### config.mk
export PLATFORM = sky130hd
export DESIGN_NAME = base64_encoder
export DESIGN_NICKNAME = d
export VERILOG_FILES = /design/src/sv/b64e_pkg.sv /design/src/sv/base64_encoder.sv /design/src/sv/b64e_front.sv /design/src/sv/b64e_queue.sv /design/src/sv/b64e_back.sv
export SDC_FILE = /design/constraint.sdc
export NUM_CORES = 1
export LEC_CHECK = 0
export BUFFER_PORTS_ARGS = -buffer_cell sky130_fd_sc_hd__buf_2
export CAP_MARGIN = 20
export CELL_PAD_IN_SITES_DETAIL_PLACEMENT = 1
export CELL_PAD_IN_SITES_GLOBAL_PLACEMENT = 1
export CORE_MARGIN = 4
export CORE_UTILIZATION = 44
export DETAILED_ROUTE_END_ITERATION = 6
export PLACE_DENSITY_LB_ADDON = 0.25
export SLEW_MARGIN = 20
export SYNTH_ARGS = -nofsm -noshare
export SYNTH_HDL_FRONTEND = slang
export SYNTH_SLANG_ARGS = --single-unit
### constraint.sdc
create_clock -name clock -period 2.5 [get_ports clock]
set_clock_uncertainty 0.1 [all_clocks]
set_input_delay 0.125 -clock clock [delete_from_list [all_inputs] [get_ports clock]]
set_output_delay 0.125 -clock clock [all_outputs]
set_load 0.005 [all_outputs]
### src/sv/b64e_pkg.sv
`default_nettype none
package b64e_pkg;

   // Position within the 3-byte group.
   localparam logic [1:0] PH_0 = 2'd0;
   localparam logic [1:0] PH_1 = 2'd1;
   localparam logic [1:0] PH_2 = 2'd2;

   localparam logic [7:0] PAD_CHAR = 8'h3D;

   localparam int QUEUE_DEPTH = 2;

   // Up to four characters caused by one byte; cnt holds count minus one.
   typedef struct packed {
      logic [3:0][7:0] chars;
      logic [1:0]      cnt;
      logic            last;
   } b64e_job_type;

   typedef struct packed {
      logic full;
      logic empty;
   } b64e_qstat_type;

   // Standard alphabet: A-Z a-z 0-9 + /
   function automatic logic [7:0] sextet_char(input logic [5:0] v);
      logic [7:0] w;
      logic [7:0] c;
      w = {2'b00, v};
      if (v < 6'd26) begin
         c = 8'h41 + w;
      end else if (v < 6'd52) begin
         c = 8'h61 + w - 8'd26;
      end else if (v < 6'd62) begin
         c = 8'h30 + w - 8'd52;
      end else if (v == 6'd62) begin
         c = 8'h2B;
      end else begin
         c = 8'h2F;
      end
      return c;
   endfunction

endpackage
`default_nettype wire

### src/sv/base64_encoder.sv
`default_nettype none
// Channel   Direction  Handshake              Payload
// req_      in         req_valid / req_ready  req_data_byte[7:0], req_final_byte
// rsp_      out        rsp_valid / rsp_ready  rsp_out_char[7:0], rsp_out_last
//
// A byte is taken in the cycle it arrives whenever the job queue has space;
// the front computes all 1..4 characters of that byte at once.
// The back sends one character per cycle while rsp_ready holds, from a registered
// output stage, so a byte yields 1 to 4 characters (4 per 3 bytes over a full group,
// more at the end of a message); the output serialiser sets the sustained rate.
// Synchronous active-high reset clears group state, queue and output valid.
// Output stalls fill the queue and then drop req_ready; no item is lost.
module base64_encoder #(
   parameter int QueueDepth = b64e_pkg::QUEUE_DEPTH
) (
   input  wire logic       clock,
   input  wire logic       reset,
   input  wire logic       req_valid,
   output logic            req_ready,
   input  wire logic [7:0] req_data_byte,
   input  wire logic       req_final_byte,
   output logic            rsp_valid,
   input  wire logic       rsp_ready,
   output logic [7:0]      rsp_out_char,
   output logic            rsp_out_last
);
   import b64e_pkg::*;

   // front -> queue
   logic           push;
   b64e_job_type   push_job;
   // queue -> back
   b64e_job_type   head_job;
   b64e_qstat_type qstat;
   logic           pop;

   // Front: group phase and leftover bits, classifies each byte into a job.
   b64e_front u_front (
      .clock          (clock),
      .reset          (reset),
      .req_valid      (req_valid),
      .req_ready      (req_ready),
      .req_data_byte  (req_data_byte),
      .req_final_byte (req_final_byte),
      .qstat          (qstat),
      .push           (push),
      .push_job       (push_job)
   );

   // Short job queue decoupling intake from character output.
   b64e_queue #(
      .Depth (QueueDepth)
   ) u_queue (
      .clock    (clock),
      .reset    (reset),
      .push     (push),
      .push_job (push_job),
      .pop      (pop),
      .head_job (head_job),
      .qstat    (qstat)
   );

   // Back: walks the head job one character per cycle, while the output slot is free, into the output register.
   b64e_back u_back (
      .clock        (clock),
      .reset        (reset),
      .head_job     (head_job),
      .qstat        (qstat),
      .pop          (pop),
      .rsp_valid    (rsp_valid),
      .rsp_ready    (rsp_ready),
      .rsp_out_char (rsp_out_char),
      .rsp_out_last (rsp_out_last)
   );

endmodule
`default_nettype wire

### src/sv/b64e_front.sv
`default_nettype none
module b64e_front (
   input  wire logic                   clock,
   input  wire logic                   reset,
   input  wire logic                   req_valid,
   output logic                        req_ready,
   input  wire logic [7:0]             req_data_byte,
   input  wire logic                   req_final_byte,
   input  wire b64e_pkg::b64e_qstat_type qstat,
   output logic                        push,
   output b64e_pkg::b64e_job_type      push_job
);
   import b64e_pkg::*;

   logic [1:0] phase_ff, phase_in;
   logic [3:0] pend_ff, pend_in;
   logic [1:0] next_phase;
   logic [3:0] next_pend;
   logic       accept;
   b64e_job_type job;

   assign req_ready = !qstat.full;
   assign accept    = req_valid && req_ready;

   always_comb begin
      job.chars  = {4{PAD_CHAR}};
      job.cnt    = 2'd0;
      job.last   = req_final_byte;
      next_phase = PH_1;
      next_pend  = {2'b00, req_data_byte[1:0]};
      unique case (phase_ff)
         PH_1: begin
            job.chars[0] = sextet_char({pend_ff[1:0], req_data_byte[7:4]});
            next_pend    = req_data_byte[3:0];
            next_phase   = PH_2;
         end
         PH_2: begin
            job.chars[0] = sextet_char({pend_ff, req_data_byte[7:6]});
            job.chars[1] = sextet_char(req_data_byte[5:0]);
            job.cnt      = 2'd1;
            next_pend    = 4'd0;
            next_phase   = PH_0;
         end
         default: begin
            // phase 3 cannot arise; handled as start of group
            job.chars[0] = sextet_char(req_data_byte[7:2]);
         end
      endcase
      if (req_final_byte) begin
         if (next_phase == PH_1) begin
            job.chars[1] = sextet_char({next_pend[1:0], 4'b0000});
            job.cnt      = 2'd3;
         end else if (next_phase == PH_2) begin
            job.chars[1] = sextet_char({next_pend, 2'b00});
            job.cnt      = 2'd2;
         end
      end
   end

   always_comb begin
      phase_in = phase_ff;
      pend_in  = pend_ff;
      if (accept) begin
         phase_in = req_final_byte ? PH_0 : next_phase;
         pend_in  = req_final_byte ? 4'd0 : next_pend;
      end
   end

   always_ff @(posedge clock) begin
      if (reset) begin
         phase_ff <= PH_0;
         pend_ff  <= 4'd0;
      end else begin
         phase_ff <= phase_in;
         pend_ff  <= pend_in;
      end
   end

   assign push     = accept;
   assign push_job = job;

`ifndef NO_ASSERTIONS
   a_final_restarts: assert property (@(posedge clock) disable iff (reset)
      accept && req_final_byte |=> phase_ff == PH_0 && pend_ff == 4'd0)
      else $error("group state not cleared after final byte");
   a_phase_legal: assert property (@(posedge clock) disable iff (reset)
      phase_ff != 2'd3)
      else $error("group phase reached unused code");
`endif

endmodule
`default_nettype wire

### src/sv/b64e_queue.sv
`default_nettype none
module b64e_queue #(
   parameter int Depth = b64e_pkg::QUEUE_DEPTH
) (
   input  wire logic                   clock,
   input  wire logic                   reset,
   input  wire logic                   push,
   input  wire b64e_pkg::b64e_job_type push_job,
   input  wire logic                   pop,
   output b64e_pkg::b64e_job_type      head_job,
   output b64e_pkg::b64e_qstat_type    qstat
);
   import b64e_pkg::*;

   localparam int PtrW = (Depth > 1) ? $clog2(Depth) : 1;
   localparam int CntW = $clog2(Depth + 1);
   localparam logic [PtrW-1:0] LastPtr = PtrW'(Depth - 1);
   localparam logic [CntW-1:0] FullCnt = CntW'(Depth);

   b64e_job_type    entry_ff [Depth];
   logic [PtrW-1:0] wr_ff, wr_in, rd_ff, rd_in;
   logic [CntW-1:0] cnt_ff, cnt_in;

   assign qstat.full  = (cnt_ff == FullCnt);
   assign qstat.empty = (cnt_ff == '0);
   assign head_job    = entry_ff[rd_ff];

   always_comb begin
      wr_in  = wr_ff;
      rd_in  = rd_ff;
      cnt_in = cnt_ff;
      if (push) begin
         wr_in = (wr_ff == LastPtr) ? '0 : wr_ff + 1'b1;
      end
      if (pop) begin
         rd_in = (rd_ff == LastPtr) ? '0 : rd_ff + 1'b1;
      end
      if (push && !pop) begin
         cnt_in = cnt_ff + 1'b1;
      end else if (pop && !push) begin
         cnt_in = cnt_ff - 1'b1;
      end
   end

   always_ff @(posedge clock) begin
      if (reset) begin
         wr_ff  <= '0;
         rd_ff  <= '0;
         cnt_ff <= '0;
      end else begin
         wr_ff  <= wr_in;
         rd_ff  <= rd_in;
         cnt_ff <= cnt_in;
      end
   end

   always_ff @(posedge clock) begin
      if (push) begin
         entry_ff[wr_ff] <= push_job;
      end
   end

`ifndef NO_ASSERTIONS
   a_no_overrun: assert property (@(posedge clock) disable iff (reset)
      !(push && qstat.full) && !(pop && qstat.empty))
      else $error("job queue overrun or underrun");
`endif

endmodule
`default_nettype wire

### src/sv/b64e_back.sv
`default_nettype none
module b64e_back (
   input  wire logic                   clock,
   input  wire logic                   reset,
   input  wire b64e_pkg::b64e_job_type head_job,
   input  wire b64e_pkg::b64e_qstat_type qstat,
   output logic                        pop,
   output logic                        rsp_valid,
   input  wire logic                   rsp_ready,
   output logic [7:0]                  rsp_out_char,
   output logic                        rsp_out_last
);
   import b64e_pkg::*;

   logic [1:0] idx_ff, idx_in;
   logic       valid_ff, valid_in;
   logic [7:0] char_ff, char_in;
   logic       last_ff, last_in;
   logic       slot_free;
   logic       load;
   logic       at_end;

   assign slot_free = !valid_ff || rsp_ready;
   assign load      = slot_free && !qstat.empty;
   assign at_end    = (idx_ff == head_job.cnt);
   assign pop       = load && at_end;

   always_comb begin
      idx_in   = idx_ff;
      valid_in = valid_ff;
      char_in  = char_ff;
      last_in  = last_ff;
      if (load) begin
         idx_in   = at_end ? 2'd0 : idx_ff + 2'd1;
         valid_in = 1'b1;
         char_in  = head_job.chars[idx_ff];
         last_in  = head_job.last && at_end;
      end else if (rsp_ready) begin
         valid_in = 1'b0;
      end
   end

   always_ff @(posedge clock) begin
      if (reset) begin
         idx_ff   <= 2'd0;
         valid_ff <= 1'b0;
      end else begin
         idx_ff   <= idx_in;
         valid_ff <= valid_in;
      end
   end

   always_ff @(posedge clock) begin
      char_ff <= char_in;
      last_ff <= last_in;
   end

   assign rsp_valid    = valid_ff;
   assign rsp_out_char = char_ff;
   assign rsp_out_last = last_ff;

`ifndef NO_ASSERTIONS
   a_idx_in_job: assert property (@(posedge clock) disable iff (reset)
      (!qstat.empty || idx_ff == 2'd0) && (qstat.empty || idx_ff <= head_job.cnt))
      else $error("character index outside current job");
`endif

endmodule
`default_nettype wire
Word-level counts from Yosys, hierarchy flattened:

Memory sizes are Yosys's and may differ from the RTL's. A register that Yosys moved wholly into a read port is not among the register bits.
Index checks and enable logic that the tools add are counted.

* register bits after elaboration: 22
* memory bits (writable): 38
* output and inout port bits: 11
* logic and storage cells: 137
* memories: 1

Memories
* u_queue.entry_ff: depth 2, width 19, rd ports 1, clocked after memory_dff 1, wr ports 1, RTL line b64e_queue.sv:20 `b64e_job_type entry_ff [Depth];`

* add/subtract/negate cells: 35
* magnitude comparators: 19
* equality and inequality tests: 10
* mux-type cells: 48
* reduce and logical (&&, ||, !) cells: 15

Operator list (number)
* $mux W8: 23
* $add A7 B6 Y8 const A: 12
* $lt A6 B6 Y1 const B: 12
* $sub A8 B5 Y8 const B: 6
* $sub A8 B6 Y8 const B: 6
* $add A6 B6 Y7 const A: 6
* $lt A6 B5 Y1 const B: 6
* $eq A6 B6 Y1 const B: 4
* $bmux W8 S2: 1
* $pmux W8 S2: 1
* $mux W2: 7
* $mux W3: 4
* $mux W1: 9
* $pmux W4 S2: 1
* $eq A2 B2 Y1 const B: 3
* $logic_and A1 B1 Y1: 6
* $logic_not A1 Y1: 5
* $add A2 B1 Y2 const B: 2
* $eq A2 B1 Y1 const B: 2
* $mux W4: 1
* $pmux W2 S2: 1
* $reduce_bool A2 Y1: 2
* $lt A2 B3 Y1 const B: 1
* $add A1 B1 Y1 const B: 2
* other kinds (4): 4

Depth between registers and ports, before layout:

* word-level depth: 10
* gate-level depth with buffers: 12
* gate-level depth less buffers: 11

Modules after synthesis:

From an unflattened synthesis, not the netlist that was laid out.

* cells, all modules: 533
* area, all modules: 5771.8 µm²

By module, submodules not included
* b64e_queue: times used 1, cells each 131, area an instance 2731.4 µm², sequential area each 2202.1 µm²
* b64e_front: times used 1, cells each 361, area an instance 2389.8 µm², sequential area each 120.1 µm²
* b64e_back: times used 1, cells each 41, area an instance 650.6 µm², sequential area each 330.3 µm²

Worst setup path after synthesis:

OpenSTA, ideal clock, no wires.

* path kind: flip-flop to flip-flop
* start point: reg u_front.pend_ff[0]
* end point: mem u_queue.entry_ff[0][4] (netlist bit), data pin
* data arrival time: 2282 ps
* slack: -147 ps
* cell stages (with the launch flop): 10
* path buffers: 2
* path through: dfxtp_1 buf_1 inv_1 ha_1 a21o_1 a21oi_1 buf_2 mux2_2 a221oi_1 nor2_1

RTL lines
* start: declaration: RTL line b64e_front.sv:16 `logic [3:0] pend_ff, pend_in;`
* start signal: assignment: RTL line b64e_front.sv:75 `pend_ff <= pend_in;`
* end: declaration: RTL line b64e_queue.sv:20

==> impl_metrics.json <==
{
  "outcome": "completed",
  "fin_util": 0.5425,
  "yosysTopAreaCell": "edfxtp_1",
  "die_h_microns": 110.4,
  "holdCritPathClass": "in -> reg",
  "worstSetupStartpointType": "register",
  "root_buffer": "clkbuf_8",
  "place.gp.congestion": 0.9780,
  "num_rows": 37,
  "setup_slack_ns": 0.1010,
  "reg2reg_depth": 10,
  "setup_viol": 0,
  "grt-ovfl-total": 0,
  "synth_fp_nets": 545,
  "netlist-cell-type-count": 64,
  "end_kind": "register",
  "synth_edf_count": 47,
  "ant_nets": 0,
  "yosys-top-cells-area": "edfxtp_1, ha_1, dfxtp_1",
  "hold_violations": 0,
  "period_minus_slack_ns": 2.399,
  "syn_inst": 499,
  "cts_tree": "yes",
  "routed_via_density": 5.957,
  "whs_path_depth": 2,
  "yosys_warnings": 0,
  "initial_core_util": 0.4489,
  "cap_violations": 0,
  "io_pins": 24,
  "clk_path_buf_depth": 2,
  "final.period_utilization": 0.9596,
  "grt_pass1_wl_mm": 22.76,
  "antenna_found_initial": 0,
  "max-slew-margin-rel": 0.4679,
  "synth_flop_cell": "edfxtp_1",
  "drt_iter0_markers": 219,
  "drive_gt1_frac": 0.2513,
  "cts_sinks": 61,
  "dp_slack_ns": -0.03508,
  "seq_area_frac_synth": 0.3667,
  "cts_made_buffers": 9,
  "yosys-top-cells-count": "edfxtp_1, nor2_1, nand2_1, ha_1, a21oi_1",
  "design.die.area_sq_um": 12190,
  "diodes": 0,
  "fin_nets": 606,
  "async_flop_share": 0,
  "core_sq_um": 10280,
  "worst_pin_slew_ns": 0.7897,
  "clock.fmax_mhz": 416.8,
  "required_ns": 2.48,
  "htreeDepth": 3,
  "synth_area_sq_um": 4613,
  "portBuffers": 23,
  "dp_hpwl_mm": 10.92,
  "synth_most_common_cell": "edfxtp_1",
  "wl_per_cell_microns": 20.36,
  "synth.top_cell.area_share": 0.3059,
  "p_leak_nw": 2.145,
  "syn_to_final_growth_pct": 20.86,
  "grt_usage": 0.2467,
  "finalNonFillerCells": 701,
  "power_density_nw_per_um2": 718.9,
  "grt_pass1_vias": 4384,
  "path_class": "reg -> reg",
  "clk_pin_slew_ns": 0.07,
  "drv_slew": 0,
  "drc": 0,
  "wirelength_mm": 14.27,
  "ir_worst_vdd_v": 0.0005803,
  "crit_fanout": 6,
  "num_vias": 4176,
  "arrival_ns": 2.38,
  "dr.pass1.iters": 4,
  "clk_latency_ns": 0.34,
  "grt_max_degree": 20,
  "syn_area_per_cell_sq_um": 9.245,
  "dp.cells": 684,
  "ys_seq_elements": 61,
  "dieWidth_microns": 110.4
}
==> report_power, final <==
part / leakage, nW / switching [mW] / internal (mW)
sequential: 0.548 / 0.115 / 1.41
clock: 0.129 / 0.378 / 0.759
combinational: 1.47 / 0.751 / 0.592
==> kinds of logic (layout without fill, tap and decap cells) <==
logic type               count (synthesis)  count (layout)  synth area share
flip-flops                              61              61            0.3667
buffers and inverters                   58             124           0.04990
AND/OR/NAND/NOR                        157             157            0.1682
XOR/XNOR                                27              27           0.05126
AO/OA/AOI/OAI                          146             146            0.2154
adder cells (fa/ha/maj)                 33              33           0.08950
multiplexers                            17              17           0.05913
==> path summary, 6_finish.rpt <==
| check | from | to | slack (ns) |
|---|---|---|---|
| max | u_front.phase_ff[0] | u_queue.entry_ff[1][16] | 0.10 |
| min | reset | u_queue.cnt_ff[0] | 0.02 |
| max reg2reg | u_front.phase_ff[0] | u_queue.entry_ff[1][16] | 0.10 |
| min reg2reg | u_front.pend_ff[0] | u_front.pend_ff[0] | 0.40 |
==> placed cells by master (no fill, tap or decap), types with 5 or more instances in the layout <==
cell type  instances
buf_4             59
edfxtp_1          47
nor2_1            39
nand2_1           34
ha_1              30
a21oi_1           29
o21ai_0           28
buf_2             23
inv_1             20
nand3_1           19
xnor2_1           18
a31oi_1           12
dfxtp_1           12
nor2b_1           11
nor3_1            10
xor2_1             9
a211oi_1           9
clkbuf_8           9
nand2b_1           8
or3_1              8
mux4_2             8
mux2i_1            7
o211ai_1           7
o31ai_1            5
or2_2              5
==> metrics by stage <==
stage	setup TNS, ns	area (sq um)	hold WS (ns)	total power [mW]
final	0	5575	0.01757	4.008
after floorplan	0	4616	0.09407	2.356
after CTS	0	5480	0.002071	4.012
after global routing	-0.1431	5575	0.01720	4.245
after global placement	0	5209	0.3099	2.773
after detailed placement	-0.09495	5209	0.3718	2.856
==> metal layers <==
metal  track usage  vias up  share of wire
met5             0        -              0
met4       0.08883        0          0.022
met3       0.03378       20          0.036
met2        0.4419      103           0.52
met1        0.3017     2072           0.42
li1              -     1981              -
==> registers in the layout, indices dropped and copies added, names as in the netlist, named ones only <==
register and cells:
u_back.idx_ff 2, u_back.rsp_out_char 8, u_back.rsp_out_last 1, u_back.rsp_valid 1, u_front.pend_ff 4, u_front.phase_ff 2, u_queue.cnt_ff 2, u_queue.entry_ff 38
u_queue.rd_ff 1, u_queue.wr_ff 1
==> repair_timing <==
action / 4_1_cts / 5_1_grt
setup endpoints to repair: 6 / 28
hold buffers: 0 / 0
buffers inserted: 0 / 1
pin swaps: 0 / 6
cloned: 0 / 0
gates resized for setup: 4 / 25
endpoints found under the hold margin: 0 / 0
==> area by class of cell <==
| cell class | count | area (sq um) |
|---|---|---|
| Multi-Input combinational cell | 380 | 2779 |
| Timing Repair Buffer | 84 | 580.6 |
| Inverter | 24 | 90.09 |
| Clock inverter | 7 | 137.6 |
| Sequential cell | 61 | 1694 |
| Fill cell | 1208 | 4702 |
| Clock buffer | 9 | 123.9 |
| Tap cell | 136 | 170.2 |
==> critical path, stage by stage (launching register included) <==
cell      delay, ns
dfxtp_1        0.33
buf_4          0.13
ha_4           0.16
buf_6          0.11
nand3b_1       0.16
ha_1           0.26
nand2_1        0.10
a21bo_2        0.16
nor2_1         0.05
a221o_1        0.35
a32o_1         0.22
Note: power is estimated with default switching activity, not from simulation.
